$ cat config.mk
export PLATFORM = sky130hd
export DESIGN_NAME = bcd_rtc_date_to_unix_time
export DESIGN_NICKNAME = d
export VERILOG_FILES = /design/src/rtl/bdut_pkg.sv /design/src/rtl/bdut_decode.sv /design/src/rtl/bdut_days.sv /design/src/rtl/bdut_scale.sv /design/src/rtl/bcd_rtc_date_to_unix_time.sv
export VERILOG_INCLUDE_DIRS = /design/src /design/src/rtl
export SDC_FILE = /design/constraint.sdc
export NUM_CORES = 1
export LEC_CHECK = 0
export BUFFER_PORTS_ARGS = -buffer_cell sky130_fd_sc_hd__buf_2
export CAP_MARGIN = 40
export CELL_PAD_IN_SITES_DETAIL_PLACEMENT = 0
export CELL_PAD_IN_SITES_GLOBAL_PLACEMENT = 2
export CORE_UTILIZATION = 45
export CTS_BUF_LIST = sky130_fd_sc_hd__clkbuf_4
export CTS_CLUSTER_DIAMETER = 100
export CTS_CLUSTER_SIZE = 12
export DETAILED_ROUTE_END_ITERATION = 7
export HOLD_SLACK_MARGIN = 0.12
export PLACE_DENSITY = 0.82
export SLEW_MARGIN = 20
export SYNTH_ARGS = -nofsm -noshare
export SYNTH_HDL_FRONTEND = slang
export SYNTH_SLANG_ARGS = --single-unit
export TNS_END_PERCENT = 10
$ cat constraint.sdc
create_clock -name clock -period 8.55 [get_ports clock]
set_input_delay 0.4275 -clock clock [delete_from_list [all_inputs] [get_ports clock]]
set_output_delay 0.4275 -clock clock [all_outputs]
set_load 0.05 [all_outputs]
$ cat src/rtl/assert_macros.svh
// assertion helpers for the top-level rtl file
`ifndef ASSERT_MACROS_SVH
`define ASSERT_MACROS_SVH

// clocked assertion, off while reset is high
`define BDUT_ASSERT(label, clk, rst, prop, msg) \
   label: assert property (@(posedge clk) disable iff (rst) prop) \
      else $error(msg);

// clocked assertion that also holds across reset
`define BDUT_ASSERT_ALWAYS(label, clk, prop, msg) \
   label: assert property (@(posedge clk) prop) else $error(msg);

`endif

$ cat src/rtl/bdut_pkg.sv
package bdut_pkg;

   // calendar constants
   localparam logic [31:0] EPOCH_DAYS     = 32'd719561;
   localparam logic [31:0] SECS_PER_DAY   = 32'd86400;
   localparam logic [11:0] SECS_PER_HOUR  = 12'd3600;
   localparam logic [8:0]  DAYS_PER_YEAR  = 9'd365;
   localparam logic [6:0]  HOUR_MASK      = 7'h7F;
   localparam logic [6:0]  CENTURY_YEARS  = 7'd100;
   localparam logic [5:0]  SECS_PER_MIN   = 6'd60;
   localparam logic [4:0]  DAYS_PER_MONTH = 5'd30;
   localparam logic [7:0]  MONTH_SHIFT    = 8'd12;
   localparam logic [7:0]  LAST_EARLY_MON = 8'd2;

   // reciprocals for division by constants
   // x / 25 for x < 2^14: (x * 20972) >> 19
   localparam logic [14:0] RECIP_25       = 15'd20972;
   localparam int          RECIP_25_SHIFT = 19;
   // n / 5 for n < 512: (n * 410) >> 11
   localparam logic [8:0]  RECIP_5        = 9'd410;
   localparam int          RECIP_5_SHIFT  = 11;

   // width of the time of day in seconds (max 316065)
   localparam int TOD_W = 19;

   // shifted calendar date and time of day
   typedef struct packed {
      logic [15:0]      year;
      logic [7:0]       mon;
      logic [7:0]       day;
      logic [TOD_W-1:0] tod;
   } cal_type;

   // day number relative to the epoch and time of day
   typedef struct packed {
      logic [31:0]      days;
      logic [TOD_W-1:0] tod;
   } day_type;

   // high nibble times ten plus low nibble, no digit check
   function automatic logic [7:0] bcd_to_bin(input logic [7:0] b);
      logic [7:0] hi;
      logic [7:0] lo;
      hi = {4'b0000, b[7:4]};
      lo = {4'b0000, b[3:0]};
      return (hi << 3) + (hi << 1) + lo;
   endfunction

endpackage

$ cat src/rtl/bdut_decode.sv
module bdut_decode (
   input  logic              clock,
   input  logic              reset,
   input  logic              in_valid,
   output logic              in_stall,
   input  logic [7:0]        seconds_bcd,
   input  logic [7:0]        minutes_bcd,
   input  logic [7:0]        hours_bcd,
   input  logic [7:0]        day_bcd,
   input  logic [7:0]        month_bcd,
   input  logic [7:0]        year_bcd,
   input  logic [7:0]        century_bcd,
   output logic              out_valid,
   input  logic              out_stall,
   output bdut_pkg::cal_type out_data
);

   typedef struct packed {
      logic [7:0] sec;
      logic [7:0] min;
      logic [6:0] hr;
      logic [7:0] day;
      logic [7:0] mon;
      logic [7:0] yr2;
      logic [7:0] cen;
   } bin_type;

   logic              s1_valid_ff;
   logic              s2_valid_ff;
   bin_type           s1_data_ff;
   bin_type           s1_data_in;
   bdut_pkg::cal_type s2_data_ff;
   bdut_pkg::cal_type s2_data_in;
   logic              s1_en;
   logic              s2_en;
   logic [7:0]        hr_bin;
   logic [15:0]       year_full;
   logic [14:0]       cen_years;
   logic              early_month;

   // a stage loads when it is empty or its content moves on
   assign s2_en    = !s2_valid_ff || !out_stall;
   assign s1_en    = !s1_valid_ff || s2_en;
   assign in_stall = !s1_en;

   // stage 1: bcd bytes to binary
   always_comb begin
      hr_bin         = bdut_pkg::bcd_to_bin({1'b0, hours_bcd[6:0] & bdut_pkg::HOUR_MASK});
      s1_data_in.sec = bdut_pkg::bcd_to_bin(seconds_bcd);
      s1_data_in.min = bdut_pkg::bcd_to_bin(minutes_bcd);
      s1_data_in.hr  = hr_bin[6:0];
      s1_data_in.day = bdut_pkg::bcd_to_bin(day_bcd);
      s1_data_in.mon = bdut_pkg::bcd_to_bin(month_bcd);
      s1_data_in.yr2 = bdut_pkg::bcd_to_bin(year_bcd);
      s1_data_in.cen = bdut_pkg::bcd_to_bin(century_bcd);
   end

   // stage 2: full year, march-based month, time of day
   always_comb begin
      cen_years   = 15'(s1_data_ff.cen) * 15'(bdut_pkg::CENTURY_YEARS);
      year_full   = 16'(s1_data_ff.yr2) + 16'(cen_years);
      early_month = s1_data_ff.mon <= bdut_pkg::LAST_EARLY_MON;
      s2_data_in.day = s1_data_ff.day;
      if (early_month) begin
         s2_data_in.mon  = s1_data_ff.mon + bdut_pkg::MONTH_SHIFT;
         s2_data_in.year = year_full - 16'd1;
      end else begin
         s2_data_in.mon  = s1_data_ff.mon;
         s2_data_in.year = year_full;
      end
      s2_data_in.tod = bdut_pkg::TOD_W'(s1_data_ff.hr) *
                       bdut_pkg::TOD_W'(bdut_pkg::SECS_PER_HOUR) +
                       bdut_pkg::TOD_W'(s1_data_ff.min) *
                       bdut_pkg::TOD_W'(bdut_pkg::SECS_PER_MIN) +
                       bdut_pkg::TOD_W'(s1_data_ff.sec);
   end

   // valid bits
   always_ff @(posedge clock) begin
      if (reset) begin
         s1_valid_ff <= 1'b0;
         s2_valid_ff <= 1'b0;
      end else begin
         if (s1_en) begin
            s1_valid_ff <= in_valid;
         end
         if (s2_en) begin
            s2_valid_ff <= s1_valid_ff;
         end
      end
   end

   // stage payload
   always_ff @(posedge clock) begin
      if (s1_en) begin
         s1_data_ff <= s1_data_in;
      end
      if (s2_en) begin
         s2_data_ff <= s2_data_in;
      end
   end

   assign out_valid = s2_valid_ff;
   assign out_data  = s2_data_ff;

endmodule

$ cat src/rtl/bdut_days.sv
module bdut_days (
   input  logic              clock,
   input  logic              reset,
   input  logic              in_valid,
   output logic              in_stall,
   input  bdut_pkg::cal_type in_data,
   output logic              out_valid,
   input  logic              out_stall,
   output bdut_pkg::day_type out_data
);

   typedef struct packed {
      logic [24:0]                y365;
      logic [13:0]                q4;
      logic [28:0]                p100;
      logic [26:0]                p400;
      logic [8:0]                 n3;
      logic [12:0]                md;
      logic [bdut_pkg::TOD_W-1:0] tod;
   } part_type;

   logic              s3_valid_ff;
   logic              s4_valid_ff;
   part_type          s3_data_ff;
   part_type          s3_data_in;
   bdut_pkg::day_type s4_data_ff;
   bdut_pkg::day_type s4_data_in;
   logic              s3_en;
   logic              s4_en;
   logic [9:0]        q100;
   logic [7:0]        q400;
   logic [17:0]       p5;
   logic [6:0]        m5;

   // a stage loads when it is empty or its content moves on
   assign s4_en    = !s4_valid_ff || !out_stall;
   assign s3_en    = !s3_valid_ff || s4_en;
   assign in_stall = !s3_en;

   // stage 3: year products and month terms
   always_comb begin
      s3_data_in.y365 = 25'(in_data.year) * 25'(bdut_pkg::DAYS_PER_YEAR);
      s3_data_in.q4   = in_data.year[15:2];
      s3_data_in.p100 = 29'(in_data.year[15:2]) * 29'(bdut_pkg::RECIP_25);
      s3_data_in.p400 = 27'(in_data.year[15:4]) * 27'(bdut_pkg::RECIP_25);
      s3_data_in.n3   = (9'(in_data.mon) + 9'd1) * 9'd3;
      s3_data_in.md   = 13'(in_data.mon) * 13'(bdut_pkg::DAYS_PER_MONTH) +
                        13'(in_data.day);
      s3_data_in.tod  = in_data.tod;
   end

   // stage 4: quotients and day sum relative to the epoch
   always_comb begin
      q100 = s3_data_ff.p100[28:bdut_pkg::RECIP_25_SHIFT];
      q400 = s3_data_ff.p400[26:bdut_pkg::RECIP_25_SHIFT];
      p5   = 18'(s3_data_ff.n3) * 18'(bdut_pkg::RECIP_5);
      m5   = p5[17:bdut_pkg::RECIP_5_SHIFT];
      s4_data_in.days = 32'(s3_data_ff.y365) + 32'(s3_data_ff.q4) - 32'(q100) +
                        32'(q400) + 32'(s3_data_ff.md) + 32'(m5) -
                        bdut_pkg::EPOCH_DAYS;
      s4_data_in.tod  = s3_data_ff.tod;
   end

   // valid bits
   always_ff @(posedge clock) begin
      if (reset) begin
         s3_valid_ff <= 1'b0;
         s4_valid_ff <= 1'b0;
      end else begin
         if (s3_en) begin
            s3_valid_ff <= in_valid;
         end
         if (s4_en) begin
            s4_valid_ff <= s3_valid_ff;
         end
      end
   end

   // stage payload
   always_ff @(posedge clock) begin
      if (s3_en) begin
         s3_data_ff <= s3_data_in;
      end
      if (s4_en) begin
         s4_data_ff <= s4_data_in;
      end
   end

   assign out_valid = s4_valid_ff;
   assign out_data  = s4_data_ff;

endmodule

$ cat src/rtl/bdut_scale.sv
module bdut_scale (
   input  logic              clock,
   input  logic              reset,
   input  logic              in_valid,
   output logic              in_stall,
   input  bdut_pkg::day_type in_data,
   output logic              out_valid,
   input  logic              out_stall,
   output logic [31:0]       out_seconds
);

   logic                       s5_valid_ff;
   logic                       s6_valid_ff;
   logic [31:0]                s5_prod_ff;
   logic [31:0]                s5_prod_in;
   logic [bdut_pkg::TOD_W-1:0] s5_tod_ff;
   logic [31:0]                s6_secs_ff;
   logic [31:0]                s6_secs_in;
   logic                       s5_en;
   logic                       s6_en;

   // a stage loads when it is empty or its content moves on
   assign s6_en    = !s6_valid_ff || !out_stall;
   assign s5_en    = !s5_valid_ff || s6_en;
   assign in_stall = !s5_en;

   // stage 5: days to seconds, low 32 bits kept
   assign s5_prod_in = in_data.days * bdut_pkg::SECS_PER_DAY;

   // stage 6: add the time of day
   assign s6_secs_in = s5_prod_ff + 32'(s5_tod_ff);

   // valid bits
   always_ff @(posedge clock) begin
      if (reset) begin
         s5_valid_ff <= 1'b0;
         s6_valid_ff <= 1'b0;
      end else begin
         if (s5_en) begin
            s5_valid_ff <= in_valid;
         end
         if (s6_en) begin
            s6_valid_ff <= s5_valid_ff;
         end
      end
   end

   // stage payload
   always_ff @(posedge clock) begin
      if (s5_en) begin
         s5_prod_ff <= s5_prod_in;
         s5_tod_ff  <= in_data.tod;
      end
      if (s6_en) begin
         s6_secs_ff <= s6_secs_in;
      end
   end

   assign out_valid   = s6_valid_ff;
   assign out_seconds = s6_secs_ff;

endmodule

$ cat src/rtl/bcd_rtc_date_to_unix_time.sv
// throughput: one snapshot per cycle while rsp_stall is low, six-stage pipeline
// a stage holds while the result register waits; empty stages still fill
// reset clears the stage valid bits only; no clearing pass is needed
`include "assert_macros.svh"

module bcd_rtc_date_to_unix_time (
   input  logic        clock,
   input  logic        reset,
   input  logic        req_valid,
   output logic        req_stall,
   input  logic [7:0]  req_seconds_bcd,
   input  logic [7:0]  req_minutes_bcd,
   input  logic [7:0]  req_hours_bcd,
   input  logic [7:0]  req_day_bcd,
   input  logic [7:0]  req_month_bcd,
   input  logic [7:0]  req_year_bcd,
   input  logic [7:0]  req_century_bcd,
   output logic        rsp_valid,
   input  logic        rsp_stall,
   output logic [31:0] rsp_unix_seconds
);

   logic              cal_valid;
   logic              cal_stall;
   bdut_pkg::cal_type cal_data;
   logic              day_valid;
   logic              day_stall;
   bdut_pkg::day_type day_data;

   // bcd decode and calendar shift
   bdut_decode u_decode (
      .clock       (clock),
      .reset       (reset),
      .in_valid    (req_valid),
      .in_stall    (req_stall),
      .seconds_bcd (req_seconds_bcd),
      .minutes_bcd (req_minutes_bcd),
      .hours_bcd   (req_hours_bcd),
      .day_bcd     (req_day_bcd),
      .month_bcd   (req_month_bcd),
      .year_bcd    (req_year_bcd),
      .century_bcd (req_century_bcd),
      .out_valid   (cal_valid),
      .out_stall   (cal_stall),
      .out_data    (cal_data)
   );

   // day count relative to the epoch
   bdut_days u_days (
      .clock     (clock),
      .reset     (reset),
      .in_valid  (cal_valid),
      .in_stall  (cal_stall),
      .in_data   (cal_data),
      .out_valid (day_valid),
      .out_stall (day_stall),
      .out_data  (day_data)
   );

   // scale to seconds and add time of day
   bdut_scale u_scale (
      .clock       (clock),
      .reset       (reset),
      .in_valid    (day_valid),
      .in_stall    (day_stall),
      .in_data     (day_data),
      .out_valid   (rsp_valid),
      .out_stall   (rsp_stall),
      .out_seconds (rsp_unix_seconds)
   );

   // input holds back only when the result register is full and stalled
   `BDUT_ASSERT(a_stall_source, clock, reset, req_stall |-> (rsp_valid && rsp_stall),
      "input stall without output backpressure")

   // no result comes out right after reset
   `BDUT_ASSERT_ALWAYS(a_reset_empty, clock, reset |=> !rsp_valid,
      "result valid right after reset")

   // a new day count comes from a calendar item held first in stage 3, then in stage 4
   `BDUT_ASSERT(a_days_origin, clock, reset, $rose(day_valid) |-> $past(cal_valid, 2),
      "day count without a calendar item")

endmodule
# After elaboration in Yosys (flattened, before gate mapping)
# Index checks and enable logic that the tools add are counted.
[totals]
register_bits = 371
in_bits = 60
out_inout_bits = 34
word_cells = 83
[classes]
n_addsub = 28
mul = 10
order_cmp = 1
n_mux = 1
n_reduce_logical = 14
[op_table]
columns = ["op", "n"]
rows = [
  ["$add 7x5->8", 6],
  ["$add 8x4->8", 6],
  ["$add 32x13->32", 1],
  ["$add 32x19->32", 1],
  ["$add 32x7->32", 1],
  ["$add 32x8->32", 1],
  ["$mul 32x10->25 const B", 1],
  ["$sub 32x10->32", 1],
  ["$sub 32x20->32 const B", 1],
  ["$mul 14x13->27 const B", 1],
  ["$add 25x14->26", 1],
  ["$mul 12x13->25 const B", 1],
  ["$mul 16x9->25 const B", 1],
  ["$mul 8x4->12 const B", 2],
  ["$mux 24", 1],
  ["$add 19x14->19", 1],
  ["$add 19x8->19", 1],
  ["$mul 9x8->17 const B", 1],
  ["$add 8x15->16", 1],
  ["$sub 16x1->16 const B", 1],
  ["$mul 7x8->15 const B", 1],
  ["$add 13x8->13", 1],
  ["$mul 8x5->13 const B", 1],
  ["$add 8x1->9 const B", 1],
  ["7 further kinds", 19],
]

# Depth between registers and ports, before layout
[depth]
ltp_word = 8
ltp_mapped = 30
ltp_nobuf = 30

# Hierarchy
# A second synthesis with hierarchy kept.
[hier_totals]
hier_cells = 2966
hier_area_um2 = 33374.5
[by_module_without_submodules]
columns = ["mod", "instances", "cells_each", "area_per_inst_um2", "seq_area_each_um2"]
rows = [
  ["bdut_days", 1, 1766, 18921.9, 4514.3],
  ["bdut_decode", 1, 679, 8330.5, 3223.1],
  ["bdut_scale", 1, 521, 6122.1, 2322.2],
]

# Worst setup path before layout
# Ideal clock, no wire load.
[synth_timing]
path_kind = "register to register"
startpoint = "reg u_days.s3_data_ff[33] in the netlist's numbering"
endpoint = "reg u_days.s4_data_ff (netlist bit u_days.out_data[43]) (data pin)"
arrival_ns = 7.479
t_required_ns = 8.284
setup_slack_ns = 0.805
stages_incl_launch_ff = 29
path_cell_list = "edfxtp_1 ha_1 xor2_1 ha_1 fa_1 inv_1 fa_1 inv_1 ha_1 a21o_1 a21oi_1 o21ai_0 o21a_1 or2_2 fa_1 fa_1 fa_1 inv_1 fa_1 a211oi_1 o21a_1 o311ai_0 o211ai_1 o21ai_0 or3_1 a21oi_1 o2111a_1 or2_1 a211oi_2"
[synth_lines]
columns = ["item", "line_no", "rtl"]
rows = [
  ["from (decl)", "bdut_days.sv:24", "part_type s3_data_ff;"],
  ["from (signal assigned)", "bdut_days.sv:82", "s3_data_ff <= s3_data_in;"],
  ["to (signal assigned)", "bdut_days.sv:85", "s4_data_ff <= s4_data_in;"],
  ["to (decl)", "bdut_days.sv:26", "bdut_pkg::day_type s4_data_ff;"],
]

==> flow_metrics.py <==
metrics = {
    "flow_run": {
        "drv_cap": 0,
    },
    "place": {
        "io_buffers": 92,
        "hpwl_mm": 50.93,
        "placed_cell_area_um2": 33360,
        "gp_congestion": 0.8605,
    },
    "clocking": {
        "clockRootBuffer": "clkbuf_4",
        "cts_inserted_buffers": 35,
        "cts_tree": "done",
        "htreeDepth": 2,
        "clkLatencyLatePin_ns": 0.79,
        "clk_path_buf_depth": 3,
        "path_clk_slew_ns": 0.14,
        "clock_sinks": 330,
    },
    "finish": {
        "final_cell_mix": "inv_1 (603), ha_1 (567), edfxtp_1 (324)",
        "multi_input_area_um2": 19520,
        "design_area_um2": 34440,
        "nFillCells": 6292,
        "layout.cells.most_common": "inv_1",
        "seq_area_um2": 9849,
        "areaGrowthSynthToFinish_pct": 8.855,
        "nets": 3903,
        "drive_above_1_share_pct": 6.144,
    },
    "setup_path": {
        "r2r_setup_slack_ns": 0.57,
        "max_stage_delay_ns": 0.55,
        "start_kind": "flop",
        "cpMostUsedCell": "fa_1",
        "crit_required_ns": 9.09,
        "cp-end-kind": "flop",
        "r2r-end": "u_days.out_data[41]",
        "crit_family": "adder cells",
        "worstSetupPathType": "reg -> reg",
        "r2r_cells": 29,
        "arrival_ns": 8.52,
        "reg2reg_from": "u_days.s3_data_ff[32]",
        "cp_max_fo": 5,
        "crit_buf_inv": 3,
        "crit_slowest_cell": "fa_1",
    },
    "die": {
        "die_x_um": 267.2,
        "ios": 94,
        "coreArea_um2": 69070,
        "initial_core_util_pct": 45.81,
        "row_count": 96,
        "die_h_um": 267.2,
        "die_area_um2": 71370,
    },
    "run_status": {
        "status": "complete, no violations",
    },
    "sta": {
        "max_freq_mhz": 125.3,
        "finalCritPeriodShare_pct": 93.37,
        "slew_headroom_pct": 45.60,
        "setup_viol": 0,
        "hold_viol": 0,
        "fin_tns_setup_ns": 0,
        "slew_violations": 0,
        "fin_crit_ns": 7.984,
        "rsz0062_at_grt": "false",
        "worst_pin_slew_ns": 0.8160,
        "clock_skew_ns": 0.05069,
    },
    "detailed_routing": {
        "dr_total_vias": 19258,
        "routedWlPerCell_um": 15.49,
        "drc_errors": 0,
        "drt-total-wl_mm": 60.85,
        "drt.antenna.violating_nets": 0,
        "drtIter0Drc": 795,
        "post_drt_via_cell_ratio": 4.904,
        "dr.pass1.iters": 7,
    },
    "grt": {
        "overflow": 0,
        "grt_max_degree": 61,
        "grt_usage_pct": 17.78,
        "grt_pass1_vias": 20148,
        "grt_pass1_wl_mm": 100.8,
        "grt_antenna_before_repair": 1,
    },
    "synth": {
        "synth_edf_count": 324,
        "synth_nets": 3704,
        "syn_area_um2": 31640,
        "synth.distinct_cells": 76,
        "ys_seq_elements": 330,
        "synth_mux_area_share_pct": 0.06328,
        "synth_compound_area_share_pct": 7.795,
        "synth_area_per_cell_um2": 11.39,
        "synthFlopType": "edfxtp_1",
        "synth_xor_area_share_pct": 6.628,
        "synthesis.instances": 2777,
        "synth_top_family_by_area": "adder cells",
        "synth_seq_area_share_pct": 31.13,
        "async_flop_share_pct": 0,
        "ys_warn_count": 0,
        "yosys.area_share.simple_pct": 5.711,
        "synth-adder-area-share_pct": 41.41,
    },
    "worst_hold_path": {
        "hold_end": "u_decode.s1_data_ff[11]",
        "hp-class": "in -> reg",
        "hold_start": "req_year_bcd[5]",
        "whs_path_depth": 3,
    },
}
==> tightest hold or removal path, stage by stage <==
cell and delay, ns:
buf_2 0.10, ha_1 0.18, fa_1 0.17
==> routing by layer <==
layer	GRT usage [%]	up-vias	routed length, µm
met5	0	-	0
met1	23.97	9305	28880
met2	30.17	175	29190
met3	2.161	70	1389
li1	-	9708	-
met4	4.675	0	1389
==> how the worst max path moves through the flow <==
stage,to,startpoint,cells after the start
after floorplan,u_days.out_data[43],u_days.s3_data_ff[33],28
after global placement,u_days.out_data[43],u_days.s3_data_ff[32],28
after detailed placement,u_days.out_data[43],u_days.s3_data_ff[32],28
after CTS,u_days.out_data[43],u_days.s3_data_ff[32],28
after global routing,u_days.out_data[41],u_days.s3_data_ff[32],29
final,u_days.out_data[41],u_days.s3_data_ff[32],29
==> metrics by stage <==
step	worst slack, ns	hold WS, ns	cells	utilization (%)
after detailed placement	0.2571	0.4045	3805	48.30
after floorplan	0.8048	0.4003	2777	-
after global routing	0.01001	0.1610	3927	49.86
after CTS	0.2097	0.1230	3925	49.84
final	0.5665	0.2022	3927	49.86
after global placement	0.2897	0.4036	3802	48.23
==> synth_stat cells, types with 15 or more instances <==
cell type	number	area [µm²]
o21bai_1	23	172.7
or3_1	15	93.84
nor2_1	102	382.9
a21o_1	62	465.5
nor3_1	34	170.2
inv_1	604	2267
nand3_1	29	145.1
ha_1	567	7094
nor2b_1	27	168.9
edfxtp_1	324	9729
and3_1	18	112.6
o21a_1	32	240.2
xor2_1	76	665.6
xnor2_1	159	1393
a21oi_1	121	605.6
o21ai_0	63	315.3
fa_1	300	6006
nand2_1	51	191.4
==> cell type report <==
type	instances	area share (%)
multi-input combinational	1837	56.67
sequential	330	28.60
inverter	604	6.587
timing repair buffer	168	3.542
tap	931	3.383
clock buffer	49	1.068
clock inverter	7	0.1417
antenna	1	0.007266
==> flip-flops by register name (all words and copies together) (netlist names) <==
signal / cells
u_scale.s5_tod_ff: 19
u_decode.s1_data_ff: 55
u_days.out_data: 44
u_decode.out_valid: 1
u_days.q400: 8
u_scale.s5_prod_ff: 25
u_scale.out_valid: 1
u_days.out_valid: 1
u_decode.out_data: 51
u_scale.out_seconds: 32
u_days.s3_data_ff: 80
u_scale.s5_valid_ff: 1
u_decode.s1_valid_ff: 1
u_days.q100: 10
u_days.s3_valid_ff: 1
==> cell families (layout without fill, tap and decap cells) <==
kind of cell / count (synthesis) / after routing
AO/OA/AOI/OAI: 379 / 379
buffers and inverters: 610 / 828
flip-flops: 330 / 330
adder cells (fa/ha/maj): 867 / 867
other: 0 / 1
XOR/XNOR: 237 / 237
multiplexers: 2 / 2
AND/OR/NAND/NOR: 352 / 352
==> what timing repair did <==
| item | in CTS | in global routing |
|---|---|---|
| setup endpoints to repair | 0 | 3 |
| hold buffers | 64 | 0 |
| buffers inserted | 0 | 1 |
| hold endpoints to repair | 55 | 0 |
| resized for setup | 0 | 4 |
Power is not shown: default switching activity piles up to over one toggle a cycle in this logic, so the estimate is an artifact.
